`src/rtl/bba_pkg.sv`:
```
// ----------------------------------------------------------------------------
// Bitmap block allocator package
// Shared widths, operation and status codes, and the token that travels
// along the row of bitmap cells.
// ----------------------------------------------------------------------------
package bba_pkg;

    localparam int OFFSET_W    = 24;   // byte offset width
    localparam int IDX_W       = 9;    // block index width (any count the register can hold)
    localparam int LOG2_W      = 5;    // block_size_log2 register width
    localparam int COUNT_W     = 9;    // blocks_in_use register width
    localparam int CFG_DATA_W  = 9;    // widest configuration register
    localparam int CFG_INDEX_W = 1;    // two configuration registers

    localparam logic [LOG2_W-1:0]  MAX_LOG2    = 5'd16;
    localparam logic [COUNT_W-1:0] COUNT_RESET = 9'd256;

    typedef enum logic {
        CFG_BLOCK_SIZE_LOG2 = 1'b0,
        CFG_BLOCKS_IN_USE   = 1'b1
    } t_cfg_reg;

    typedef enum logic {
        OP_ALLOC = 1'b0,
        OP_FREE  = 1'b1
    } t_op;

    typedef enum logic [1:0] {
        ST_OK      = 2'd0,
        ST_FULL    = 2'd1,
        ST_BADOFF  = 2'd2,
        ST_NOTUSED = 2'd3
    } t_status;

    // A request on its way through the cells. Once done is set, the
    // remaining cells pass it on untouched.
    typedef struct packed {
        logic             valid;
        t_op              op;
        logic             done;
        t_status          status;
        logic [IDX_W-1:0] index;
    } t_token;

endpackage

```
`src/rtl/bba_in_if.sv`:
```
// ----------------------------------------------------------------------------
// Request channel
// Valid/ready channel carrying one allocate or free request per transaction.
// ----------------------------------------------------------------------------
interface bba_in_if;

    logic                          valid;
    logic                          ready;
    logic                          operation;
    logic [bba_pkg::OFFSET_W-1:0]  free_offset;

    modport source (output valid, output operation, output free_offset, input ready);
    modport sink   (input valid, input operation, input free_offset, output ready);

endinterface

```
`src/rtl/bba_out_if.sv`:
```
// ----------------------------------------------------------------------------
// Response channel
// Valid/ready channel carrying one status and offset per transaction.
// ----------------------------------------------------------------------------
interface bba_out_if;

    logic                          valid;
    logic                          ready;
    logic [1:0]                    result_status;
    logic [bba_pkg::OFFSET_W-1:0]  alloc_offset;

    modport source (output valid, output result_status, output alloc_offset, input ready);
    modport sink   (input valid, input result_status, input alloc_offset, output ready);

endinterface

```
`src/rtl/bba_cell.sv`:
```
// ----------------------------------------------------------------------------
// Bitmap cell
// Holds one word of the used bitmap and serves a passing token: claims its
// lowest free block for an allocate, or clears the addressed bit for a free.
// ----------------------------------------------------------------------------
module bba_cell #(
    parameter int WORD_BITS = 32,
    parameter int BASE      = 0
) (
    input  logic                         i_clk,
    input  logic                         i_rst_n,
    input  logic [bba_pkg::COUNT_W-1:0]  i_count,
    input  bba_pkg::t_token              i_tok,
    output bba_pkg::t_token              o_tok
);

    localparam int BW = (WORD_BITS > 1) ? $clog2(WORD_BITS) : 1;

    logic [WORD_BITS-1:0] r_word;
    logic [WORD_BITS-1:0] n_word;
    bba_pkg::t_token      r_tok;
    bba_pkg::t_token      n_tok;

    logic [WORD_BITS-1:0] w_avail;
    logic [BW-1:0]        w_pos;
    logic [BW-1:0]        w_loc;
    logic                 w_hit;

    // Blocks that are free and inside the configured pool.
    always_comb begin
        for (int j = 0; j < WORD_BITS; j++) begin
            w_avail[j] = ~r_word[j] & ((BASE + j) < int'(i_count));
        end
    end

    // Lowest available bit.
    always_comb begin
        w_pos = '0;
        for (int j = WORD_BITS - 1; j >= 0; j--) begin
            if (w_avail[j]) begin
                w_pos = BW'(j);
            end
        end
    end

    always_comb begin
        int loc_i;
        loc_i = int'(i_tok.index) - BASE;
        w_hit = (int'(i_tok.index) >= BASE) && (int'(i_tok.index) < BASE + WORD_BITS);
        w_loc = loc_i[BW-1:0];
    end

    always_comb begin
        n_word = r_word;
        n_tok  = i_tok;
        if (i_tok.valid && !i_tok.done) begin
            if (i_tok.op == bba_pkg::OP_ALLOC) begin
                if (|w_avail) begin
                    n_word[w_pos] = 1'b1;
                    n_tok.done    = 1'b1;
                    n_tok.status  = bba_pkg::ST_OK;
                    n_tok.index   = bba_pkg::IDX_W'(BASE + int'(w_pos));
                end
            end else if (w_hit) begin
                n_tok.done = 1'b1;
                if (r_word[w_loc]) begin
                    n_word[w_loc] = 1'b0;
                    n_tok.status  = bba_pkg::ST_OK;
                end else begin
                    n_tok.status  = bba_pkg::ST_NOTUSED;
                end
            end
        end
    end

    always_ff @(posedge i_clk) begin
        if (!i_rst_n) begin
            r_word <= '0;
            r_tok  <= '0;
        end else begin
            r_word <= n_word;
            r_tok  <= n_tok;
        end
    end

    assign o_tok = r_tok;

endmodule

```
`src/rtl/bitmap_block_allocator.sv`:
```
// ----------------------------------------------------------------------------
// Bitmap block allocator
// First-fit allocator over a pool of power-of-two sized blocks with one used
// bit per block, held in a row of bitmap cells.
// ----------------------------------------------------------------------------
//
// Channel   Dir  Transaction content
// --------  ---  -----------------------------------------------------------
// i_req     in   operation (0 allocate, 1 free), free_offset (24 bits)
// o_rsp     out  result_status (2 bits), alloc_offset (24 bits)
// i_cfg_*   in   write enable, register index, write data (no handshake)
//
// From acceptance to a valid response, each request passes through the
// request register loaded at the accepting edge, the token register of each
// bitmap cell in turn, and the response register. Ready returns as the
// response is loaded, so no new request is taken while a token is in the row.
// One request is in flight at a time; the next one is accepted as soon as
// the previous token leaves the row, even while its response still waits.
// Reset is synchronous and clears the whole bitmap to free at once; a
// response that meets a stalled output register is parked in a holding
// register, and requests are refused while that register is occupied.
//
module bitmap_block_allocator #(
    parameter int TOTAL_BLOCKS  = 256,
    parameter int MAP_WORD_BITS = 32
) (
    input  logic                              i_clk,
    input  logic                              i_rst_n,
    bba_in_if.sink                            i_req,
    bba_out_if.source                         o_rsp,
    input  logic                              i_cfg_we,
    input  logic [bba_pkg::CFG_INDEX_W-1:0]   i_cfg_index,
    input  logic [bba_pkg::CFG_DATA_W-1:0]    i_cfg_data
);

    localparam int MAP_WORDS = (TOTAL_BLOCKS + MAP_WORD_BITS - 1) / MAP_WORD_BITS;
    localparam int OW        = bba_pkg::OFFSET_W;

    // ------------------------------------------------------------------
    // Configuration registers and their effective values
    // ------------------------------------------------------------------
    logic [bba_pkg::LOG2_W-1:0]  r_log2;
    logic [bba_pkg::COUNT_W-1:0] r_count;
    logic [bba_pkg::LOG2_W-1:0]  w_sh;
    logic [bba_pkg::COUNT_W-1:0] w_count;

    always_ff @(posedge i_clk) begin
        if (!i_rst_n) begin
            r_log2  <= '0;
            r_count <= bba_pkg::COUNT_RESET;
        end else if (i_cfg_we) begin
            case (bba_pkg::t_cfg_reg'(i_cfg_index))
                bba_pkg::CFG_BLOCK_SIZE_LOG2: r_log2  <= i_cfg_data[bba_pkg::LOG2_W-1:0];
                bba_pkg::CFG_BLOCKS_IN_USE:   r_count <= i_cfg_data[bba_pkg::COUNT_W-1:0];
                default: ;
            endcase
        end
    end

    // Oversized settings saturate: block size at 64 KiB, count at the pool.
    assign w_sh    = (r_log2 > bba_pkg::MAX_LOG2) ? bba_pkg::MAX_LOG2 : r_log2;
    assign w_count = (int'(r_count) > TOTAL_BLOCKS) ? bba_pkg::COUNT_W'(TOTAL_BLOCKS) : r_count;

    // ------------------------------------------------------------------
    // Request check and token injection
    // ------------------------------------------------------------------
    logic            r_busy;
    logic            n_busy;
    logic            w_in_acc;
    logic [OW-1:0]   w_low_mask;
    logic [OW-1:0]   w_idx;
    logic            w_bad;
    bba_pkg::t_token r_tok_in;
    bba_pkg::t_token n_tok_in;

    // The hold register is declared here as it gates acceptance.
    logic r_hold_valid;

    assign i_req.ready = ~r_busy & ~r_hold_valid;
    assign w_in_acc    = i_req.valid & i_req.ready;

    // A free must be block aligned and name a block inside the pool.
    assign w_low_mask = (OW'(1) << w_sh) - OW'(1);
    assign w_idx      = i_req.free_offset >> w_sh;
    assign w_bad      = (|(i_req.free_offset & w_low_mask))
                        || (w_idx >= OW'(w_count));

    always_comb begin
        n_tok_in.valid  = w_in_acc;
        n_tok_in.op     = bba_pkg::t_op'(i_req.operation);
        n_tok_in.done   = (n_tok_in.op == bba_pkg::OP_FREE) && w_bad;
        n_tok_in.status = w_bad ? bba_pkg::ST_BADOFF : bba_pkg::ST_OK;
        n_tok_in.index  = w_idx[bba_pkg::IDX_W-1:0];
    end

    always_ff @(posedge i_clk) begin
        if (!i_rst_n) begin
            r_tok_in <= '0;
        end else begin
            r_tok_in <= n_tok_in;
        end
    end

    // ------------------------------------------------------------------
    // Row of bitmap cells; the token moves one cell per cycle
    // ------------------------------------------------------------------
    bba_pkg::t_token       w_tok [MAP_WORDS+1];
    logic [MAP_WORDS:0]    w_tok_valid;

    assign w_tok[0] = r_tok_in;

    for (genvar g = 0; g < MAP_WORDS; g++) begin : g_cell
        bba_cell #(
            .WORD_BITS (MAP_WORD_BITS),
            .BASE      (g * MAP_WORD_BITS)
        ) u_cell (
            .i_clk   (i_clk),
            .i_rst_n (i_rst_n),
            .i_count (w_count),
            .i_tok   (w_tok[g]),
            .o_tok   (w_tok[g+1])
        );
    end

    for (genvar g = 0; g <= MAP_WORDS; g++) begin : g_valid
        assign w_tok_valid[g] = w_tok[g].valid;
    end

    // ------------------------------------------------------------------
    // Response formation
    // ------------------------------------------------------------------
    bba_pkg::t_token  w_exit;
    bba_pkg::t_status w_status;
    logic [OW-1:0]    w_offset;

    assign w_exit = w_tok[MAP_WORDS];

    // An allocate that found no free block in any cell means the pool is full.
    assign w_status = (!w_exit.done) ? bba_pkg::ST_FULL : w_exit.status;
    assign w_offset = ((w_exit.op == bba_pkg::OP_ALLOC) && (w_status == bba_pkg::ST_OK))
                      ? (OW'(w_exit.index) << w_sh) : '0;

    always_comb begin
        n_busy = r_busy;
        if (w_in_acc) begin
            n_busy = 1'b1;
        end else if (w_exit.valid) begin
            n_busy = 1'b0;
        end
    end

    always_ff @(posedge i_clk) begin
        if (!i_rst_n) begin
            r_busy <= 1'b0;
        end else begin
            r_busy <= n_busy;
        end
    end

    // ------------------------------------------------------------------
    // Output register with a holding register behind it
    // ------------------------------------------------------------------
    logic                   r_out_valid;
    logic                   n_out_valid;
    bba_pkg::t_status       r_out_status;
    bba_pkg::t_status       n_out_status;
    logic [OW-1:0]          r_out_offset;
    logic [OW-1:0]          n_out_offset;
    logic                   n_hold_valid;
    bba_pkg::t_status       r_hold_status;
    bba_pkg::t_status       n_hold_status;
    logic [OW-1:0]          r_hold_offset;
    logic [OW-1:0]          n_hold_offset;
    logic                   w_out_free;

    assign w_out_free = ~r_out_valid | o_rsp.ready;

    always_comb begin
        n_out_valid   = r_out_valid;
        n_out_status  = r_out_status;
        n_out_offset  = r_out_offset;
        n_hold_valid  = r_hold_valid;
        n_hold_status = r_hold_status;
        n_hold_offset = r_hold_offset;
        if (w_exit.valid) begin
            if (w_out_free) begin
                n_out_valid  = 1'b1;
                n_out_status = w_status;
                n_out_offset = w_offset;
            end else begin
                n_hold_valid  = 1'b1;
                n_hold_status = w_status;
                n_hold_offset = w_offset;
            end
        end else if (r_hold_valid && w_out_free) begin
            n_out_valid  = 1'b1;
            n_out_status = r_hold_status;
            n_out_offset = r_hold_offset;
            n_hold_valid = 1'b0;
        end else if (w_out_free) begin
            n_out_valid = 1'b0;
        end
    end

    always_ff @(posedge i_clk) begin
        if (!i_rst_n) begin
            r_out_valid  <= 1'b0;
            r_hold_valid <= 1'b0;
        end else begin
            r_out_valid  <= n_out_valid;
            r_hold_valid <= n_hold_valid;
        end
        r_out_status  <= n_out_status;
        r_out_offset  <= n_out_offset;
        r_hold_status <= n_hold_status;
        r_hold_offset <= n_hold_offset;
    end

    assign o_rsp.valid         = r_out_valid;
    assign o_rsp.result_status = r_out_status;
    assign o_rsp.alloc_offset  = r_out_offset;

`ifndef NO_ASSERTIONS
    // Only one request may be in the row at any time.
    a_one_token: assert property (@(posedge i_clk) disable iff (!i_rst_n)
        $countones(w_tok_valid) <= 1)
        else $error("more than one token in the cell row");

    // A token leaving the row must belong to an accepted request.
    a_exit_busy: assert property (@(posedge i_clk) disable iff (!i_rst_n)
        w_exit.valid |-> r_busy)
        else $error("token left the row while idle");

    // Once the token has left, the busy flag is clear; only an occupied holding register can still refuse a request.
    a_exit_idle: assert property (@(posedge i_clk) disable iff (!i_rst_n)
        w_exit.valid |=> !r_busy)
        else $error("still busy after the token left the row");

    // The holding register is only used behind a stalled output register.
    a_hold_order: assert property (@(posedge i_clk) disable iff (!i_rst_n)
        r_hold_valid |-> r_out_valid)
        else $error("holding register occupied with the output empty");
`endif

endmodule
```
`src/flat_wrapper.sv`:
```
// flat-port wrapper written by rule: the top's interface ports become plain ports
module bitmap_block_allocator_flat 
#(
    parameter int TOTAL_BLOCKS  = 256,
    parameter int MAP_WORD_BITS = 32
)
  (i_clk, i_rst_n, i_cfg_we, i_cfg_index, i_cfg_data, i_req_valid, i_req_operation, i_req_free_offset, i_req_ready, o_rsp_valid, o_rsp_result_status, o_rsp_alloc_offset, o_rsp_ready);
  bba_in_if i_req_i ();
  bba_out_if o_rsp_i ();
  input  logic i_clk;
  input  logic i_rst_n;
  input  logic i_cfg_we;
  input  logic [bba_pkg::CFG_INDEX_W-1:0] i_cfg_index;
  input  logic [bba_pkg::CFG_DATA_W-1:0] i_cfg_data;
  input wire logic [$bits(i_req_i.valid)-1:0] i_req_valid;
  input wire logic [$bits(i_req_i.operation)-1:0] i_req_operation;
  input wire logic [$bits(i_req_i.free_offset)-1:0] i_req_free_offset;
  output wire logic [$bits(i_req_i.ready)-1:0] i_req_ready;
  output wire logic [$bits(o_rsp_i.valid)-1:0] o_rsp_valid;
  output wire logic [$bits(o_rsp_i.result_status)-1:0] o_rsp_result_status;
  output wire logic [$bits(o_rsp_i.alloc_offset)-1:0] o_rsp_alloc_offset;
  input wire logic [$bits(o_rsp_i.ready)-1:0] o_rsp_ready;
  assign i_req_i.valid = i_req_valid;
  assign i_req_i.operation = i_req_operation;
  assign i_req_i.free_offset = i_req_free_offset;
  assign i_req_ready = i_req_i.ready;
  assign o_rsp_valid = o_rsp_i.valid;
  assign o_rsp_result_status = o_rsp_i.result_status;
  assign o_rsp_alloc_offset = o_rsp_i.alloc_offset;
  assign o_rsp_i.ready = o_rsp_ready;
  bitmap_block_allocator #(.TOTAL_BLOCKS(TOTAL_BLOCKS), .MAP_WORD_BITS(MAP_WORD_BITS)) u_core (.i_clk(i_clk), .i_rst_n(i_rst_n), .i_req(i_req_i), .o_rsp(o_rsp_i), .i_cfg_we(i_cfg_we), .i_cfg_index(i_cfg_index), .i_cfg_data(i_cfg_data));
endmodule
```
`config.mk`:
```
export PLATFORM = sky130hd
export DESIGN_NAME = bitmap_block_allocator_flat
export DESIGN_NICKNAME = d
export VERILOG_FILES = /design/src/rtl/bba_pkg.sv /design/src/rtl/bba_in_if.sv /design/src/rtl/bba_out_if.sv /design/src/rtl/bba_cell.sv /design/src/rtl/bitmap_block_allocator.sv /design/src/flat_wrapper.sv
export SDC_FILE = /design/constraint.sdc
export NUM_CORES = 2
export LEC_CHECK = 0
export ABC_CLOCK_PERIOD_IN_PS = 5300
export BUFFER_PORTS_ARGS = -buffer_cell sky130_fd_sc_hd__buf_2
export CAP_MARGIN = 20
export CORE_AREA = 5 5 223 225
export DETAILED_ROUTE_END_ITERATION = 7
export DIE_AREA = 0 0 228 230
export GPL_ROUTABILITY_DRIVEN = 0
export PLACE_DENSITY_LB_ADDON = 0.3
export SLEW_MARGIN = 20
export SYNTH_ARGS = -nofsm -noshare
export SYNTH_HDL_FRONTEND = slang
export SYNTH_SLANG_ARGS = --single-unit
```
`constraint.sdc`:
```
create_clock -name i_clk -period 5.3 [get_ports i_clk]
set_input_delay 1.06 -clock i_clk [delete_from_list [all_inputs] [get_ports i_clk]]
set_output_delay 1.06 -clock i_clk [all_outputs]
set_load 0.01 [all_outputs]
```
==> impl_metrics.env <==
export IMPL_pre_cts_ws_ps=1180
export IMPL_yosysTopAreaCellShare=0.267
export IMPL_netlist_top_cells_area="dfxtp_1, o211ai_1, o21ai_0"
export IMPL_worst_hold_path_type="reg2reg"
export IMPL_arrival_ps=4970
export IMPL_syn_mean_instance_area_sq_um=8.25
export IMPL_root_buffer="clkbuf_16"
export IMPL_worst_clock_skew_ps=30.5
export IMPL_r2r_end="u_core.g_cell[3].u_cell.r_word[2]"
export IMPL_grt_first_pass_wirelength_um=169000
export IMPL_whs_path_depth=2
export IMPL_ys_warn_count=0
export IMPL_die_width_um=228
export IMPL_crit_chain="nand2b_1 > inv_1 > o21ai_0 > a22oi_1 > or4b_1 > nand2b_1 > o21ai_2 > a21oi_1 > nand2_1 > o21ai_0"
export IMPL_n_fill_cell=3711
export IMPL_yosysSeqAreaShare=0.319
export IMPL_finalHoldViolCount=0
export IMPL_status="finished, violations left"
export IMPL_ctsHoldBuffers=0
export IMPL_cts_buffer_depth=3
export IMPL_cts_made_buffers=48
export IMPL_portBuffers=67
export IMPL_startpoint_type="flip-flop"
export IMPL_fin_util=0.678
export IMPL_grt_pass1_vias=29900
export IMPL_drive_above_1_share=0.125
export IMPL_ant_nets=0
export IMPL_cts_tree="built"
export IMPL_initial_utilization=0.631
export IMPL_r2r_start="u_core.r_count[8]"
export IMPL_cts_repair_resize_count=0
export IMPL_drt_initial_drc_count=7300
export IMPL_clock_sinks=450
export IMPL_grt_max_degree=153
export IMPL_dp_cells=4092
export IMPL_r2r_setup_slack_ps=790
export IMPL_firstDrtPassIters=8
export IMPL_antenna_found_initial=2
export IMPL_p_leak_nw=10.2
export IMPL_maxCapViolations=0
export IMPL_rsz0062_at_grt="no"
export IMPL_grt_use_total=0.395
export IMPL_worstMarginPinSlew_ps=1210
export IMPL_routed_via_density=7.84
export IMPL_r2r_cells=10
export IMPL_ys_types=109
export IMPL_placementRows=80
export IMPL_cts_setup_buffers=0
export IMPL_maxSlewViolCount=0
export IMPL_hold_path_end="u_core.g_cell[7].u_cell.o_tok[9]"
export IMPL_drc_errors=25
export IMPL_violations="DRC"
export IMPL_async_flop_share=0
export IMPL_fin_hold_ws_ps=446
export IMPL_synth_area_sq_mm=0.0299
export IMPL_dp_hpwl_um=78900
export IMPL_fmax_ghz=0.222
export IMPL_worstSkewPairLatency_ps=620
export IMPL_final_net_count=3577
export IMPL_synthCells=3623
export IMPL_syn2layout_area_growth_pct=7.37
export IMPL_routed_wl_um=111000
export IMPL_relSlewSlack=0.194
export IMPL_synth_most_common_cell="dfxtp_1"
export IMPL_fin_area_sq_mm=0.0321
export IMPL_dr_total_vias=32800
export IMPL_synth_common_cells="dfxtp_1, o21ai_0, nor2_1"
export IMPL_path_max_fanout=67
export IMPL_fin_setup_tns_ps=0
export IMPL_die_h_um=230
export IMPL_cts_max_level=2
export IMPL_pin_count=68
export IMPL_finalCritPeriodShare=0.852
export IMPL_final_cell_count_no_fill=4184
export IMPL_synth_top_cell_by_area="dfxtp_1"
export IMPL_clk_pin_slew_ps=60
export IMPL_powerDensity_mw_per_mm2=259
export IMPL_crit_slowest_cell="dfxtp_4"
export IMPL_ys_ff_latch=450
export IMPL_critical_path_max_stage_delay_ps=840
export IMPL_setup_viol=0
export IMPL_ir_drop_uv=250
export IMPL_overflow=0
export IMPL_required_ps=5750
export IMPL_placedInstanceArea_sq_mm=0.0303
export IMPL_synth_nets=3672
export IMPL_worst_setup_path_end_kind="flip-flop"
export IMPL_path_class="reg2reg"
export IMPL_die_area_sq_mm=0.0524
export IMPL_ys_flop_type="dfxtp_1"
export IMPL_detail_route_wl_per_cell_um=26.6
export IMPL_synth_edf_count=52
export IMPL_p_total_mw=8.30
export IMPL_period_minus_slack_ps=4510
export IMPL_worst_slack_ps=787
export IMPL_fp_coreArea_sq_mm=0.0473
export IMPL_worstHoldStart="u_core.g_cell[6].u_cell.o_tok[9]"
## logic make-up after synthesis
family	synth area share
fa+ha+maj	0.00377
xor+xnor	0.000293
mux	0.0886
simple gates	0.210
buf+inv	0.0521
flops	0.319
compound gates	0.326
## placed cells by master, fill, tap and decap left out, types with 20 or more instances in the layout
master     synthesis  routed
and3_1            34      34
inv_1             99      98
a31oi_1           53      52
mux2_2            31      31
buf_4             19      50
nor3b_1           21      21
o21a_1            21      21
o22ai_1           56      56
clkbuf_16          0      50
o31ai_1           43      43
edfxtp_1          52      52
o21ai_0          345     344
o21ai_1           26      27
nor2b_1           39      37
dfxtp_1          398     389
or2_2             44      44
nor3_1            66      65
a21oi_1          237     237
mux4_2            66      66
nand2_1          265     265
nand3_1           75      75
and2_1            60      60
nor4_1            22      22
a21o_1            38      38
a211oi_1          53      53
nor2_1           267     263
o211ai_1         264     264
nand4_1           23      23
buf_2             74      66
or3_1             37      37
mux2i_1           81      81
or3b_2            20      20
nand3b_1          48      48
nand2b_1          61      61
## power by group
part / switching (mW) / total (mW) / leakage, nW / internal [mW]
combinational: 0.638 / 0.953 / 5.70 / 0.315
sequential: 0.116 / 3.59 / 3.64 / 3.47
clock: 1.46 / 3.76 / 0.873 / 2.30
## cell type report
type / count / area, sq um / share of cell area
diodes: 1 / 2.50 / 0.0000780
clock buffers: 66 / 1400 / 0.0437
clock inverters: 24 / 369 / 0.0115
inverters: 103 / 388 / 0.0121
multi-input cells: 2806 / 18900 / 0.588
flip-flops and latches: 450 / 9540 / 0.297
well taps: 615 / 769 / 0.0240
repair buffers: 119 / 751 / 0.0234
## critical path, delay by kind of cell (launching register included)
kind                   cells  cell delay (ps)
AOI/OAI and AO/OA          5             1480
and+or+nand+nor            4             1700
buffers and inverters      1              280
DFF                        1              840
## how the worst max path moves through the flow
stage	start	end	cells after the start
after floorplan	u_core.r_log2[1]	u_core.r_tok_in[11]	22
after global placement	u_core.r_count[7]	u_core.g_cell[5].u_cell.r_word[18]	10
after detailed placement	u_core.r_count[7]	u_core.g_cell[5].u_cell.r_word[16]	10
after CTS	u_core.r_count[7]	u_core.g_cell[5].u_cell.r_word[16]	10
after global routing	u_core.r_count[6]	u_core.g_cell[6].u_cell.r_word[28]	10
final	u_core.r_count[8]	u_core.g_cell[3].u_cell.r_word[2]	10
## routing by layer
layer	vias up	wire, um	track usage	share of wire
li1	13800	-	-	-
met2	3107	45700	0.589	0.41
met3	865	17200	0.119	0.15
met4	2	9710	0.247	0.087
met1	15000	38500	0.502	0.35
met5	-	11	0	0.000099
## registers in the layout, indices dropped and copies added (netlist names)
name                         cells
u_core.o_rsp.alloc_offset       24
u_core.r_tok_in                 13
u_core.o_rsp.result_status       2
u_core.r_hold_offset            24
u_core.g_cell.u_cell.r_word    256
u_core.r_busy                    1
u_core.o_rsp.valid               1
u_core.r_hold_valid              1
u_core.r_hold_status             2
u_core.r_log2                    5
u_core.g_cell.u_cell.o_tok     112
u_core.r_count                   9
Note: power is estimated with default switching activity, not from simulation.
